`config.mk`:
```
export PLATFORM = sky130hd
export DESIGN_NAME = detection_frame_parser
export DESIGN_NICKNAME = d
export VERILOG_FILES = /design/src/sv/dfp_pkg.sv /design/src/sv/dfp_cell.sv /design/src/sv/dfp_check.sv /design/src/sv/detection_frame_parser.sv
export SDC_FILE = /design/constraint.sdc
export NUM_CORES = 1
export LEC_CHECK = 0
export BUFFER_PORTS_ARGS = -buffer_cell sky130_fd_sc_hd__buf_2
export CAP_MARGIN = 25
export CORE_MARGIN = 1.5
export CORE_UTILIZATION = 54
export CTS_BUF_LIST = sky130_fd_sc_hd__clkbuf_8
export DETAILED_ROUTE_END_ITERATION = 8
export PLACE_DENSITY = 0.77
export SLEW_MARGIN = 10
export SYNTH_ARGS = -nofsm -noshare
export SYNTH_HDL_FRONTEND = slang
export SYNTH_SLANG_ARGS = --single-unit
```
`constraint.sdc`:
```
create_clock -name clock -period 4.36 [get_ports clock]
set_clock_uncertainty 0.15 [all_clocks]
set_input_delay 0 -clock clock [delete_from_list [all_inputs] [get_ports clock]]
set_output_delay 0 -clock clock [all_outputs]
set_load 0.02 [all_outputs]
```
`src/sv/dfp_pkg.sv`:
```
package dfp_pkg;

   localparam int BYTE_W = 8;
   localparam int CSR_INDEX_W = 2;

   localparam logic [CSR_INDEX_W-1:0] CSR_SYNC_FIRST  = 2'd0;
   localparam logic [CSR_INDEX_W-1:0] CSR_SYNC_SECOND = 2'd1;
   localparam logic [CSR_INDEX_W-1:0] CSR_FRAME_TYPE  = 2'd2;

   localparam logic [BYTE_W-1:0] SYNC_FIRST_RESET  = 8'hAA;
   localparam logic [BYTE_W-1:0] SYNC_SECOND_RESET = 8'h55;
   localparam logic [BYTE_W-1:0] FRAME_TYPE_RESET  = 8'h01;

   typedef struct packed {
      logic [7:0] rx_byte;
      logic       last_in_buffer;
   } req_type;

   typedef struct packed {
      logic        frame_found;
      logic        detected;
      logic [15:0] ball_x;
      logic [15:0] ball_y;
      logic [15:0] ball_radius;
      logic [15:0] tof_mm;
   } rsp_type;

   typedef struct packed {
      logic [7:0] sync_first;
      logic [7:0] sync_second;
      logic [7:0] frame_type;
   } cfg_type;

endpackage

```
`src/sv/dfp_cell.sv`:
```
module dfp_cell (
   input  logic       clock,
   input  logic       shift_en,
   input  logic [7:0] byte_in,
   output logic [7:0] byte_out
);
   import dfp_pkg::*;

   logic [BYTE_W-1:0] byte_ff;
   logic [BYTE_W-1:0] byte_in_sel;

   assign byte_in_sel = shift_en ? byte_in : byte_ff;

   always_ff @(posedge clock) begin
      byte_ff <= byte_in_sel;
   end

   assign byte_out = byte_ff;

endmodule

```
`src/sv/dfp_check.sv`:
```
module dfp_check #(
   parameter int MSG_LEN = 13
) (
   input  logic [MSG_LEN-1:0][7:0] window,
   input  dfp_pkg::cfg_type        cfg,
   output logic                    is_frame,
   output dfp_pkg::rsp_type        frame_rsp
);
   import dfp_pkg::*;

   logic [BYTE_W-1:0] sum;

   always_comb begin
      sum = '0;
      for (int k = 2; k < MSG_LEN - 1; k++) begin
         sum = sum ^ window[k];
      end
   end

   assign is_frame = (window[0] == cfg.sync_first) && (window[1] == cfg.sync_second)
                     && (window[2] == cfg.frame_type) && (sum == window[MSG_LEN-1]);

   always_comb begin
      frame_rsp.frame_found = 1'b1;
      frame_rsp.detected    = (window[3] != '0);
      frame_rsp.ball_x      = {window[4], window[5]};
      frame_rsp.ball_y      = {window[6], window[7]};
      frame_rsp.ball_radius = {window[8], window[9]};
      frame_rsp.tof_mm      = {window[10], window[11]};
   end

endmodule

```
`src/sv/detection_frame_parser.sv`:
```
// channel  ports                                 direction
// req      req_valid, req_stall, req_data        bytes in
// rsp      rsp_valid, rsp_stall, rsp_data        frame or not-found out
// csr      csr_we, csr_index, csr_wdata          register writes
//
// One request per cycle when not stalled; its result shows in the next cycle.
// The window is a row of byte cells; the check XORs bytes of the next window.
// Sync reset clears fill count, found flag, output valid; sets CSR defaults.
// req_stall is high while a result is held and rsp_stall is high.
module detection_frame_parser #(
   parameter int MSG_LEN = 13
) (
   input  logic                                clock,
   input  logic                                reset,
   input  logic                                req_valid,
   output logic                                req_stall,
   input  dfp_pkg::req_type                    req_data,
   output logic                                rsp_valid,
   input  logic                                rsp_stall,
   output dfp_pkg::rsp_type                    rsp_data,
   input  logic                                csr_we,
   input  logic [dfp_pkg::CSR_INDEX_W-1:0]     csr_index,
   input  logic [7:0]                          csr_wdata
);
   import dfp_pkg::*;

   localparam int FILL_W = $clog2(MSG_LEN + 1);
   localparam logic [FILL_W-1:0] FILL_FULL = FILL_W'(MSG_LEN);

   cfg_type           cfg_ff, cfg_in;
   logic [FILL_W-1:0] fill_ff, fill_in, fill_inc;
   logic              found_ff, found_in;
   logic              rsp_valid_ff, rsp_valid_in;
   rsp_type           rsp_ff, rsp_in;

   logic                    accept;
   logic [MSG_LEN-1:0][7:0] window;
   logic [MSG_LEN-1:0][7:0] window_next;
   logic                    is_frame;
   logic                    match;
   rsp_type                 frame_rsp;

   assign req_stall = rsp_valid_ff && rsp_stall;
   assign accept    = req_valid && !req_stall;

   genvar g;
   generate
      for (g = 0; g < MSG_LEN; g++) begin : g_cell
         if (g == MSG_LEN - 1) begin : g_tail
            assign window_next[g] = req_data.rx_byte;
         end else begin : g_body
            assign window_next[g] = window[g+1];
         end
         dfp_cell u_cell (
            .clock    (clock),
            .shift_en (accept),
            .byte_in  (window_next[g]),
            .byte_out (window[g])
         );
      end
   endgenerate

   dfp_check #(.MSG_LEN(MSG_LEN)) u_check (
      .window    (window_next),
      .cfg       (cfg_ff),
      .is_frame  (is_frame),
      .frame_rsp (frame_rsp)
   );

   assign fill_inc = (fill_ff == FILL_FULL) ? fill_ff : fill_ff + FILL_W'(1);
   assign match    = !found_ff && (fill_inc == FILL_FULL) && is_frame;

   always_comb begin
      cfg_in = cfg_ff;
      if (csr_we) begin
         case (csr_index)
            CSR_SYNC_FIRST:  cfg_in.sync_first  = csr_wdata;
            CSR_SYNC_SECOND: cfg_in.sync_second = csr_wdata;
            CSR_FRAME_TYPE:  cfg_in.frame_type  = csr_wdata;
            default:         cfg_in = cfg_ff;
         endcase
      end
   end

   always_comb begin
      fill_in      = fill_ff;
      found_in     = found_ff;
      rsp_valid_in = rsp_valid_ff && rsp_stall;
      rsp_in       = rsp_ff;
      if (accept) begin
         fill_in  = fill_inc;
         found_in = found_ff || match;
         if (match || (req_data.last_in_buffer && !found_ff)) begin
            rsp_valid_in = 1'b1;
            rsp_in       = match ? frame_rsp : '0;
         end
         if (req_data.last_in_buffer) begin
            fill_in  = '0;
            found_in = 1'b0;
         end
      end
   end

   always_ff @(posedge clock) begin
      if (reset) begin
         cfg_ff       <= '{sync_first: SYNC_FIRST_RESET, sync_second: SYNC_SECOND_RESET,
                           frame_type: FRAME_TYPE_RESET};
         fill_ff      <= '0;
         found_ff     <= 1'b0;
         rsp_valid_ff <= 1'b0;
      end else begin
         cfg_ff       <= cfg_in;
         fill_ff      <= fill_in;
         found_ff     <= found_in;
         rsp_valid_ff <= rsp_valid_in;
      end
   end

   always_ff @(posedge clock) begin
      rsp_ff <= rsp_in;
   end

   assign rsp_valid = rsp_valid_ff;
   assign rsp_data  = rsp_ff;

`ifndef SYNTHESIS
   a_fill_range: assert property (@(posedge clock) disable iff (reset)
      fill_ff <= FILL_FULL) else $error("fill count beyond window length");

   a_found_full: assert property (@(posedge clock) disable iff (reset)
      found_ff |-> (fill_ff == FILL_FULL)) else $error("found flag with partial window");

   a_last_clears: assert property (@(posedge clock) disable iff (reset)
      accept && req_data.last_in_buffer |=> (fill_ff == '0) && !found_ff)
      else $error("buffer state not cleared at buffer end");

   a_notfound_zero: assert property (@(posedge clock) disable iff (reset)
      rsp_valid_ff && !rsp_ff.frame_found |-> (rsp_ff == '0))
      else $error("not-found result with nonzero fields");
`endif

endmodule
```
==> impl_metrics.csv, run 1 <==
group,metric,value,unit
timing,layout_setup_ws,1.05,ns
power_and_ir_drop,p_comb_share,11.4,%
timing,rsz0062_at_grt,"false",
power_and_ir_drop,p_seq_share,60.6,%
timing,worst_pin_slew,0.938,ns
cts,htree_levels,4,
status,status,"complete, no violations",
critical_path,cp-endpoint,"rsp_valid$_SDFF_PP0_",
run,cap_violations,0,
timing,drv_slew,0,
timing,hold_viol_final,0,
placement,portBuffers,91,
power_and_ir_drop,internal_power,2.68,mW
die,core-area,13800,µm²
grt,grt_use_total,19.4,%
cts,cts_tree,"built",
critical_path,path_delay_family,"buffers and inverters",
power_and_ir_drop,switching_share,24.7,%
critical_path,crit_top_cell,"xnor2_1",
logic_synthesis,synth_edf_count,162,
timing,fmax,302,MHz
grt,grt_pass1_vias,4049,
timing,period_minus_slack,3.31,ns
hold_path,holdCritPathClass,"primary input to flip-flop",
critical_path,cp_slowest_cell,"dlygate4sd3_1",
drt,drtIter0Drc,303,
critical_path,max_stage_delay,0.54,ns
power_and_ir_drop,powerDensity,404,nW/µm²
cts,cts_root_buffer,"clkbuf_8",
cts,numCtsBuffers,17,
power_and_ir_drop,irDropWorstVdd,0.000253,V
logic_synthesis,syn_nets,499,
die,initial_core_util,55.0,%
power_and_ir_drop,leakage,3.24,nW
placement,hpwl,8780,µm
drt,num_vias,4092,
layout,area_growth,16.4,%
layout,final_layout_size_suffix_gt1_share,20.8,%
cts,path_clk_slew,0.09,ns
timing,slew_headroom,37.4,%
critical_path,path_buf_inv,2,
layout,diodes,0,
placement,place_ws,1.16,ns
timing,setup_violations,0,
cts,cts_resized,0,
logic_synthesis,synth_area,7580,µm²
die,dieHeight,121,µm
grt,grt_max_degree,68,
power_and_ir_drop,p_switching,0.881,mW
layout,fin_nets,627,
placement,place_congestion,0.779,
critical_path,r2r_end,"rsp_valid$_SDFF_PP0_",
cts,clockBufferDepth,2,
cts,postCtsSetupBuffers,0,
timing,setup_tns,0,ns
cts,ctsHoldBuffers,26,
die,die_area,14800,µm²
logic_synthesis,avgSynthCellArea,16.0,µm²
critical_path,cp_max_fo,67,
critical_path,worstRegToRegCells,8,
drt,detail_route.vias_per_cell,5.15,
drt,drc_errors,0,
drt,wire_per_inst,17.2,µm
drt,postRouteAntennaNets,0,
critical_path,worstSetupPathType,"flip-flop to flip-flop",
logic_synthesis,synth_ff_type,"edfxtp_1",
critical_path,reg2reg_from,"g_cell[3].u_cell.byte_out[2]$_DFFE_PP_",
critical_path,startpoint_type,"flip-flop",
drt,dr.pass1.iters,5,
die,rows,43,
cts,cts_sinks,192,
critical_path,path_depth,8,
logic_synthesis,synth_cell_types,32,
power_and_ir_drop,power.total,3.56,mW
logic_synthesis,synthArstFlopShare,0,%
logic_synthesis,synth-seq-cells,192,
critical_path,crit_path_start,"g_cell[3].u_cell.byte_out[2]$_DFFE_PP_",
logic_synthesis,ys_seq_area_share,72.1,%
critical_path,rrSetupSlack,1.05,ns
placement,dpl_cell_area,8230,µm²
layout,design_area,8820,µm²
critical_path,required,4.61,ns
logic_synthesis,ys_warn_count,0,
drt,drt-total-wl,13700,µm
power_and_ir_drop,p_clk_share,28.0,%
grt,grt_pass1_wl,21300,µm
timing,period_share,76.0,%
grt,antenna_found_initial,0,
critical_path,critPathArrivalTime,3.57,ns
die,io_pins,92,
logic_synthesis,netlist_instances,473,
grt,gr-total-overflow,0,
critical_path,worstPathCellList,"xnor2_1 -> xnor2_1 -> xnor3_1 -> nand4_1 -> nor4_4 -> buf_4 -> a31o_2 -> dlygate4sd3_1",
cts,clkLatencyLatePin,0.45,ns
critical_path,end_kind,"flip-flop",
die,fp.dieW,121,µm
==> worst min-delay path, cell delays in order <==
cell and delay, ns:
buf_2 0.07, nand2_1 0.09, nand2_1 0.25, a22oi_1 0.14
nor2_1 0.10
==> logic make-up (layout without fill, tap and decap cells) <==
group	count (synthesis)	count (layout)	synth area share (%)
flip-flops	192	192	72.1
AND/OR/NAND/NOR	128	128	9.49
multiplexers	24	24	3.17
AO/OA/AOI/OAI	14	14	1.17
XOR/XNOR	96	96	12.5
buffers and inverters	17	158	1.16
adder cells (fa/ha/maj)	2	2	0.330
==> power groups by stage <==
stage / combinational [mW] / sequential, mW / clock (mW)
floorplan: 0.248 / 2.22 / 0
global placement: 0.382 / 2.20 / 0
detailed placement: 0.387 / 2.20 / 0
CTS: 0.409 / 2.16 / 1.02
global route: 0.436 / 2.17 / 1.08
finish: 0.407 / 2.16 / 0.998
==> state kept, by name (all words and copies together) (netlist names) <==
| name | cells |
|---|---|
| g_cell.u_cell.byte_out | 96 |
| rsp_data | 66 |
| cfg_ff | 24 |
| fill_ff | 4 |
| found_ff | 1 |
| rsp_valid | 1 |
==> through the flow <==
| stage | hold slack [ns] | util, % | cells |
|---|---|---|---|
| 4_1_cts | 0.0525 | 64.0 | 794 |
| 6_report | 0.0950 | 64.0 | 794 |
| 3_5_place_dp | 0.0648 | 59.8 | 736 |
| 2_1_floorplan | -0.0511 | - | 473 |
| 3_3_place_gp | 0.0602 | 59.8 | 736 |
| 5_1_grt | 0.131 | 64.0 | 794 |
==> worst min path at each step <==
stage	start	end	slack (ns)	cells past startpoint
after floorplan	req_data[1]	g_cell[12].u_cell.byte_out[0]$_DFFE_PP_	-0.05	0
after global placement	req_data[7]	g_cell[12].u_cell.byte_out[6]$_DFFE_PP_	0.06	1
after detailed placement	req_data[7]	g_cell[12].u_cell.byte_out[6]$_DFFE_PP_	0.06	1
after CTS	rsp_stall	fill_ff[3]$_SDFFE_PP0P_	0.05	5
after global routing	req_data[4]	g_cell[12].u_cell.byte_out[3]$_DFFE_PP_	0.13	2
final	rsp_stall	fill_ff[3]$_SDFFE_PP0P_	0.1	5
==> per-layer routing <==
metal / up-vias / track usage [%] / routed length (µm)
met5: - / 0 / 0
met4: 0 / 7.21 / 168
met3: 15 / 4.79 / 871
met2: 138 / 29.0 / 6370
met1: 2005 / 27.8 / 6280
li1: 1934 / - / -
==> cells in the mapped netlist (all sizes together) (2+ instances only) <==
cell	instances	share of area [%]
xnor2	72	8.3
nand3b	2	0.20
nand2	14	0.69
mux2i	24	3.2
ha	2	0.33
edfxtp	162	64
clkbuf	7	0.35
nor3	3	0.20
nand3	3	0.20
buf	5	0.56
nor2	23	1.1
xnor3	8	2.4
nor4	7	0.78
dfxtp	30	7.9
xor2	16	1.8
nand4	8	0.66
o21a	2	0.20
and2	64	5.3
a22oi	2	0.20
a21oi	6	0.40
and3	2	0.17
inv	4	0.20
==> cell usage in the layout (no fill, tap or decap), types with 5 or more instances in the layout <==
cell,netlist,final
edfxtp_1,162,162
buf_2,1,91
xnor2_1,72,72
and2_1,64,64
dfxtp_1,30,30
dlygate4sd3_1,0,26
mux2i_1,24,24
nor2_1,23,23
clkbuf_8,0,17
xor2_1,16,16
nand2_1,14,14
nand4_1,8,8
xnor3_1,8,8
nor4_1,6,6
a21oi_1,6,6
clkinvlp_4,0,5
==> area by class of cell <==
| cell class | count | area [µm²] |
|---|---|---|
| sequential | 192 | 5470 |
| fill | 1021 | 4950 |
| clock inverter | 15 | 96.3 |
| tap | 180 | 225 |
| inverter | 5 | 22.5 |
| clock buffer | 17 | 234 |
| multi-input combinational | 264 | 2030 |
| timing repair buffer | 121 | 746 |
No activity file was read; power rests on OpenSTA's default activity.
==> run 2: changes to the inputs <==
Clock period 4.36 ns to 3 ns, I/O delays scaled along.
==> run 2 against run 1 <==
Compared with the run above:
- routed wire length grew 1.8%
- combinational power grew 48%
- setup slack lost 0.88 ns
- maximum frequency grew 17%
- sequential share of layout area shrank 0.87 points
- critical path depth shrank 1
- first-iteration DRC count shrank 6.6%
- sequential power grew 45%
- non-clock buffer count grew 8
- final cell count grew 1.0%
- global-route usage grew 0.53 points
- critical path type unchanged
- largest power group unchanged
- highest routed layer unchanged
==> impl_metrics.csv, run 2 (synthesis results as in run 1) <==
group,metric,value,unit
status,status,"complete, no violations",
grt,grt_pass1_vias,4138,
placement,portBuffers,91,
timing,worst_pin_slew,0.593,ns
timing,period_share,94.3,%
drt,detail_route.vias_per_cell,5.13,
critical_path,worstPathCellList,"xnor2_1 -> xnor2_1 -> xnor3_1 -> nand4_1 -> nor4_4 -> o21a_2 -> buf_12",
critical_path,startpoint_type,"flip-flop",
cts,clkLatencyLatePin,0.45,ns
power_and_ir_drop,leakage,3.30,nW
layout,largest_reg_flops,96,
critical_path,cp_slowest_cell,"edfxtp_1",
cts,htree_levels,4,
cts,cts_sinks,192,
timing,setup_tns,0,ns
drt,drc_errors,0,
die,io_pins,92,
die,fp.dieW,121,µm
cts,postCtsSetupBuffers,0,
layout,diodes,0,
placement,hpwl,9130,µm
timing,slew_headroom,60.4,%
die,dieHeight,121,µm
power_and_ir_drop,irDropWorstVdd,0.000367,V
critical_path,end_kind,"flip-flop",
drt,drt-total-wl,13900,µm
critical_path,critPathArrivalTime,2.82,ns
cts,numCtsBuffers,17,
cts,cts_resized,0,
timing,drv_slew,0,
layout,fin_nets,635,
power_and_ir_drop,powerDensity,590,nW/µm²
layout,final_layout_size_suffix_gt1_share,21.5,%
drt,postRouteAntennaNets,0,
layout,final_common_cell,"edfxtp_1",
die,core-area,13800,µm²
cts,clockBufferDepth,2,
timing,holdWs,0.0526,ns
timing,rsz0062_at_grt,"false",
timing,hold_viol_final,0,
die,initial_core_util,55.0,%
critical_path,cp_max_fo,39,
grt,grt_use_total,19.9,%
die,rows,43,
timing,period_minus_slack,2.83,ns
drt,dr.pass1.iters,5,
critical_path,max_stage_delay,0.49,ns
cts,cts_root_buffer,"clkbuf_8",
timing,setup_violations,0,
run,cap_violations,0,
critical_path,crit_top_cell,"xnor2_1",
grt,grt_pass1_wl,21600,µm
cts,path_clk_slew,0.09,ns
grt,gr-total-overflow,0,
critical_path,path_delay_family,"XOR/XNOR gates",
placement,place_congestion,0.764,
critical_path,required,2.99,ns
drt,drtIter0Drc,283,
drt,wire_per_inst,17.4,µm
layout,area_growth,18.1,%
cts,cts_tree,"built",
timing,fmax,353,MHz
layout,mostFrequentLayoutCells,"edfxtp_1 (162), buf_2 (91), xnor2_1 (72)",
grt,antenna_found_initial,0,
die,die_area,14800,µm²
grt,grt_max_degree,40,
drt,num_vias,4118,
hold_path,holdCritPathClass,"primary input to flip-flop",
critical_path,worstSetupPathType,"flip-flop to flip-flop",
critical_path,path_buf_inv,1,
==> run 2: cell count changes in the layout (fill, tap and decap cells not counted), moves of 2 or more <==
cell,change
buf_12,+2
buf_4,+2
clkinv_2,-3
dlygate4sd3_1,+4
inv_1,+2
nand2_1,-2
nand2_2,+2
==> run 2: routing by layer <==
metal  global-route usage [%]  share of wire (%)  vias to the layer above
met2                     30.2                 48                      109
met5                        0                  0                        -
li1                         -                  -                     1949
met1                     28.4                 46                     2058
met3                     4.65                5.3                        2
met4                     7.43               0.44                        0
==> run 2: worst reg2reg max path, stage by stage, from the launching register on <==
cell	delay (ns)
edfxtp_1	0.49
xnor2_1	0.31
xnor2_1	0.12
xnor3_1	0.41
nand4_1	0.23
nor4_4	0.32
o21a_2	0.23
buf_12	0.24
==> run 2: path summary, 6_finish.rpt <==
check | from | end | slack, ns | cells after the start
max reg2reg | g_cell[3].u_cell.byte_out[3]$_DFFE_PP_ | rsp_data[2]$_SDFFCE_PN0P_ | 0.17 | 7
max | g_cell[3].u_cell.byte_out[3]$_DFFE_PP_ | rsp_data[2]$_SDFFCE_PN0P_ | 0.17 | 7
min | csr_we | cfg_ff[22]$_SDFFE_PP0P_ | 0.05 | 5
min reg2reg | g_cell[2].u_cell.byte_out[7]$_DFFE_PP_ | g_cell[1].u_cell.byte_out[7]$_DFFE_PP_ | 0.33 | 0
==> run 2: through the flow <==
stage	power [mW]	setup WS, ns	utilization [%]	std cells	instance area (µm²)
after floorplan	3.60	-0.826	-	473	7590
after global placement	3.76	0.306	60.2	740	8290
after detailed placement	3.77	0.222	60.2	740	8290
after CTS	5.32	0.173	65.0	802	8950
after global routing	5.46	0.0633	65.0	802	8950
final	5.28	0.170	65.0	802	8950
==> run 2: timing repair <==
action                                  CTS  global route
hold buffers                             30             0
hold endpoints to repair                 38             0
endpoints found under the setup margin    0             0
==> run 2: area by class of cell <==
type | instances | area, µm²
inverters | 5 | 22.5
flip-flops and latches | 192 | 5470
fillers | 1021 | 4830
repair buffers | 129 | 841
multi-input cells | 264 | 2040
clock inverters | 15 | 123
well taps | 180 | 225
clock buffers | 17 | 234
==> run 2: power by group <==
group	switching (mW)	internal, mW	leakage [nW]
Sequential	0.0944	3.04	1.76
Clock	0.887	0.650	0.177
Combinational	0.301	0.301	1.36
==> run 3: changes to the inputs <==
Settings changed: ABC_AREA set to 1, CORE_MARGIN 1.5 to not set, CORE_UTILIZATION 54 to 61, PLACE_DENSITY 0.77 to 0.81.
Clock period 3 ns to 3.1 ns, I/O delays scaled along.
==> run 3 against run 2 <==
Compared with the run above:
- global-route usage up 4.1 points
- sequential share of layout area fell by 8.5 points
- non-clock buffer count increased by 6
- synthesized area up 17%
- via count increased by 52%
- largest cell class unchanged
- utilization increased by 9.1 points
- routed wire length up 25%
- setup slack better by 0.10 ns
==> impl_metrics.csv, run 3 <==
group,metric,value,unit
critical_path,reg2reg_from,"fill_ff[0]$_SDFFE_PP0P_",
grt,grt_use_total,24.1,%
power_and_ir_drop,p_seq_share,57.7,%
hold_path,holdCritPathClass,"primary input to flip-flop",
timing,worst_pin_slew,0.941,ns
timing,period_minus_slack,2.83,ns
logic_synthesis,yosysMostFrequentCell,"nand2_1",
critical_path,cp_slowest_cell,"dfxtp_1",
power_and_ir_drop,p_switching,1.33,mW
power_and_ir_drop,irDropWorstVdd,0.000382,V
die,rows,43,
logic_synthesis,yosys-top-cells-area,"edfxtp_1 (55%), nand2_1 (12%), dfxtp_1 (6.8%)",
critical_path,path_buf_inv,0,
timing,holdWs,0.0464,ns
critical_path,path_depth,12,
timing,fmax,354,MHz
critical_path,path_delay_family,"simple AND/OR/NAND/NOR gates",
logic_synthesis,syn_nets,927,
logic_synthesis,netlist_instances,901,
critical_path,worstSetupPathType,"flip-flop to flip-flop",
status,status,"complete, no violations",
placement,portBuffers,91,
drt,detail_route.vias_per_cell,5.06,
logic_synthesis,synth_ff_type,"edfxtp_1",
die,initial_core_util,63.3,%
layout,postLayoutCoreUtil,74.0,%
critical_path,critPathArrivalTime,2.82,ns
logic_synthesis,synthArstFlopShare,0,%
logic_synthesis,avgSynthCellArea,9.86,µm²
layout,fin_nets,1073,
cts,postCtsSetupBuffers,0,
drt,dr.pass1.iters,5,
die,die_area,15000,µm²
power_and_ir_drop,leakage,4.74,nW
hold_path,min_from,"csr_we",
grt,gr-total-overflow,0,
cts,clkLatencyLatePin,0.46,ns
timing,setup_tns,0,ns
grt,grt_pass1_vias,5896,
power_and_ir_drop,switching_share,25.3,%
placement,hpwl,11300,µm
layout,diodes,0,
critical_path,worstPathCellList,"ha_1 -> nand3_2 -> xnor2_1 -> nor2_1 -> nand2_1 -> nor2_1 -> nand2_1 -> nor2_1 -> nand2_1 -> nor2_4 -> nand2_4 -> nand2_8",
power_and_ir_drop,p_clk_share,30.8,%
layout,area_growth,17.0,%
timing,layout_setup_ws,0.272,ns
timing,hold_viol_final,0,
critical_path,cp_max_fo,17,
timing,slew_headroom,37.1,%
drt,wire_per_inst,14.1,µm
critical_path,startpoint_type,"flip-flop",
drt,drt-total-wl,17400,µm
timing,drv_slew,0,
drt,postRouteAntennaNets,0,
critical_path,end_kind,"flip-flop",
layout,design_area,10400,µm²
critical_path,crit_path_start,"fill_ff[0]$_SDFFE_PP0P_",
logic_synthesis,synth_top_cell_area_share,54.8,%
placement,dpl_cell_area,9550,µm²
run,cap_violations,0,
logic_synthesis,ys_seq_area_share,61.5,%
hold_path,whs_path_depth,3,
power_and_ir_drop,powerDensity,506,nW/µm²
critical_path,worstRegToRegCells,12,
placement,place_congestion,0.866,
logic_synthesis,synth-seq-cells,192,
power_and_ir_drop,internal_power,3.92,mW
cts,numCtsBuffers,17,
die,core-area,14000,µm²
layout,mostFrequentLayoutCells,"nand2_1 (281), edfxtp_1 (162), inv_1 (123)",
layout,final_layout_size_suffix_gt1_share,19.9,%
grt,grt_max_degree,78,
cts,cts_root_buffer,"clkbuf_8",
logic_synthesis,ys_warn_count,0,
drt,num_vias,6264,
logic_synthesis,yosys-top-cells-count,"nand2_1 (285), edfxtp_1 (162), inv_1 (121)",
timing,setup_violations,0,
cts,cts_sinks,192,
die,io_pins,92,
critical_path,max_stage_delay,0.44,ns
cts,htree_levels,4,
grt,antenna_found_initial,0,
timing,rsz0062_at_grt,"false",
die,dieHeight,123,µm
critical_path,required,3.09,ns
logic_synthesis,synth_edf_count,162,
logic_synthesis,synth_cell_types,27,
cts,cts_tree,"built",
logic_synthesis,synth_area,8880,µm²
logic_synthesis,synth_largest_area_cell,"edfxtp_1",
layout,final_cell_count_no_fill,1239,
power_and_ir_drop,p_comb_share,11.5,%
cts,path_clk_slew,0.09,ns
drt,drtIter0Drc,464,
cts,clockBufferDepth,2,
placement,dp.cells,1166,
power_and_ir_drop,power.total,5.26,mW
layout,largest_reg_flops,96,
placement,place_ws,0.0587,ns
layout,final_common_cell,"nand2_1",
drt,drc_errors,0,
grt,grt_pass1_wl,27300,µm
die,fp.dieW,123,µm
timing,period_share,91.2,%
-- run 3: final cells by class --
type / count / area, µm²
clock buffer: 17 / 234
clock inverter: 14 / 153
fill: 939 / 3650
inverter: 149 / 566
multi-input combinational: 552 / 2830
sequential: 192 / 5470
tap: 180 / 225
timing repair buffer: 135 / 921
-- run 3: power groups by stage --
stage	Clock [mW]	Combinational, mW	Sequential [mW]
floorplan	0	0.389	3.09
global placement	0	0.536	3.08
detailed placement	0	0.555	3.09
CTS	1.65	0.592	3.03
global route	1.75	0.686	3.05
finish	1.62	0.605	3.03
-- run 3: routing by layer --
metal / track usage, % / vias up / share of wire (%)
li1: - / 3154 / -
met1: 32.2 / 2911 / 44
met2: 39.3 / 174 / 49
met3: 4.97 / 25 / 5.7
met4: 8.16 / 0 / 1.6
met5: 0 / - / 0
-- run 3: cells by family after synthesis --
logic type / synth area share [%]
adder cells (fa/ha/maj): 0.282
buffers and inverters: 7.76
AO/OA/AOI/OAI: 2.83
XOR/XNOR: 2.07
AND/OR/NAND/NOR: 25.5
flip-flops: 61.5
-- run 3: path summary, 6_finish.rpt --
path	endpoint	slack (ns)
worst max-delay path	rsp_data[43]$_SDFFCE_PN0P_	0.27
worst max register to register	rsp_data[43]$_SDFFCE_PN0P_	0.27
worst min-delay path	cfg_ff[1]$_SDFFE_PP0P_	0.05
worst min register to register	cfg_ff[9]$_SDFFE_PP0P_	0.33
-- run 3: tightest hold or removal path, cell delays in order --
cell and delay [ns]:
buf_2 0.11, nand3_1 0.36, a21oi_1 0.13
-- run 3: repair_timing --
action                     in CTS  in global routing
hold endpoints to repair       39                  0
setup endpoints to repair       0                 66
hold buffers                   39                  0
resized for setup               0                  5
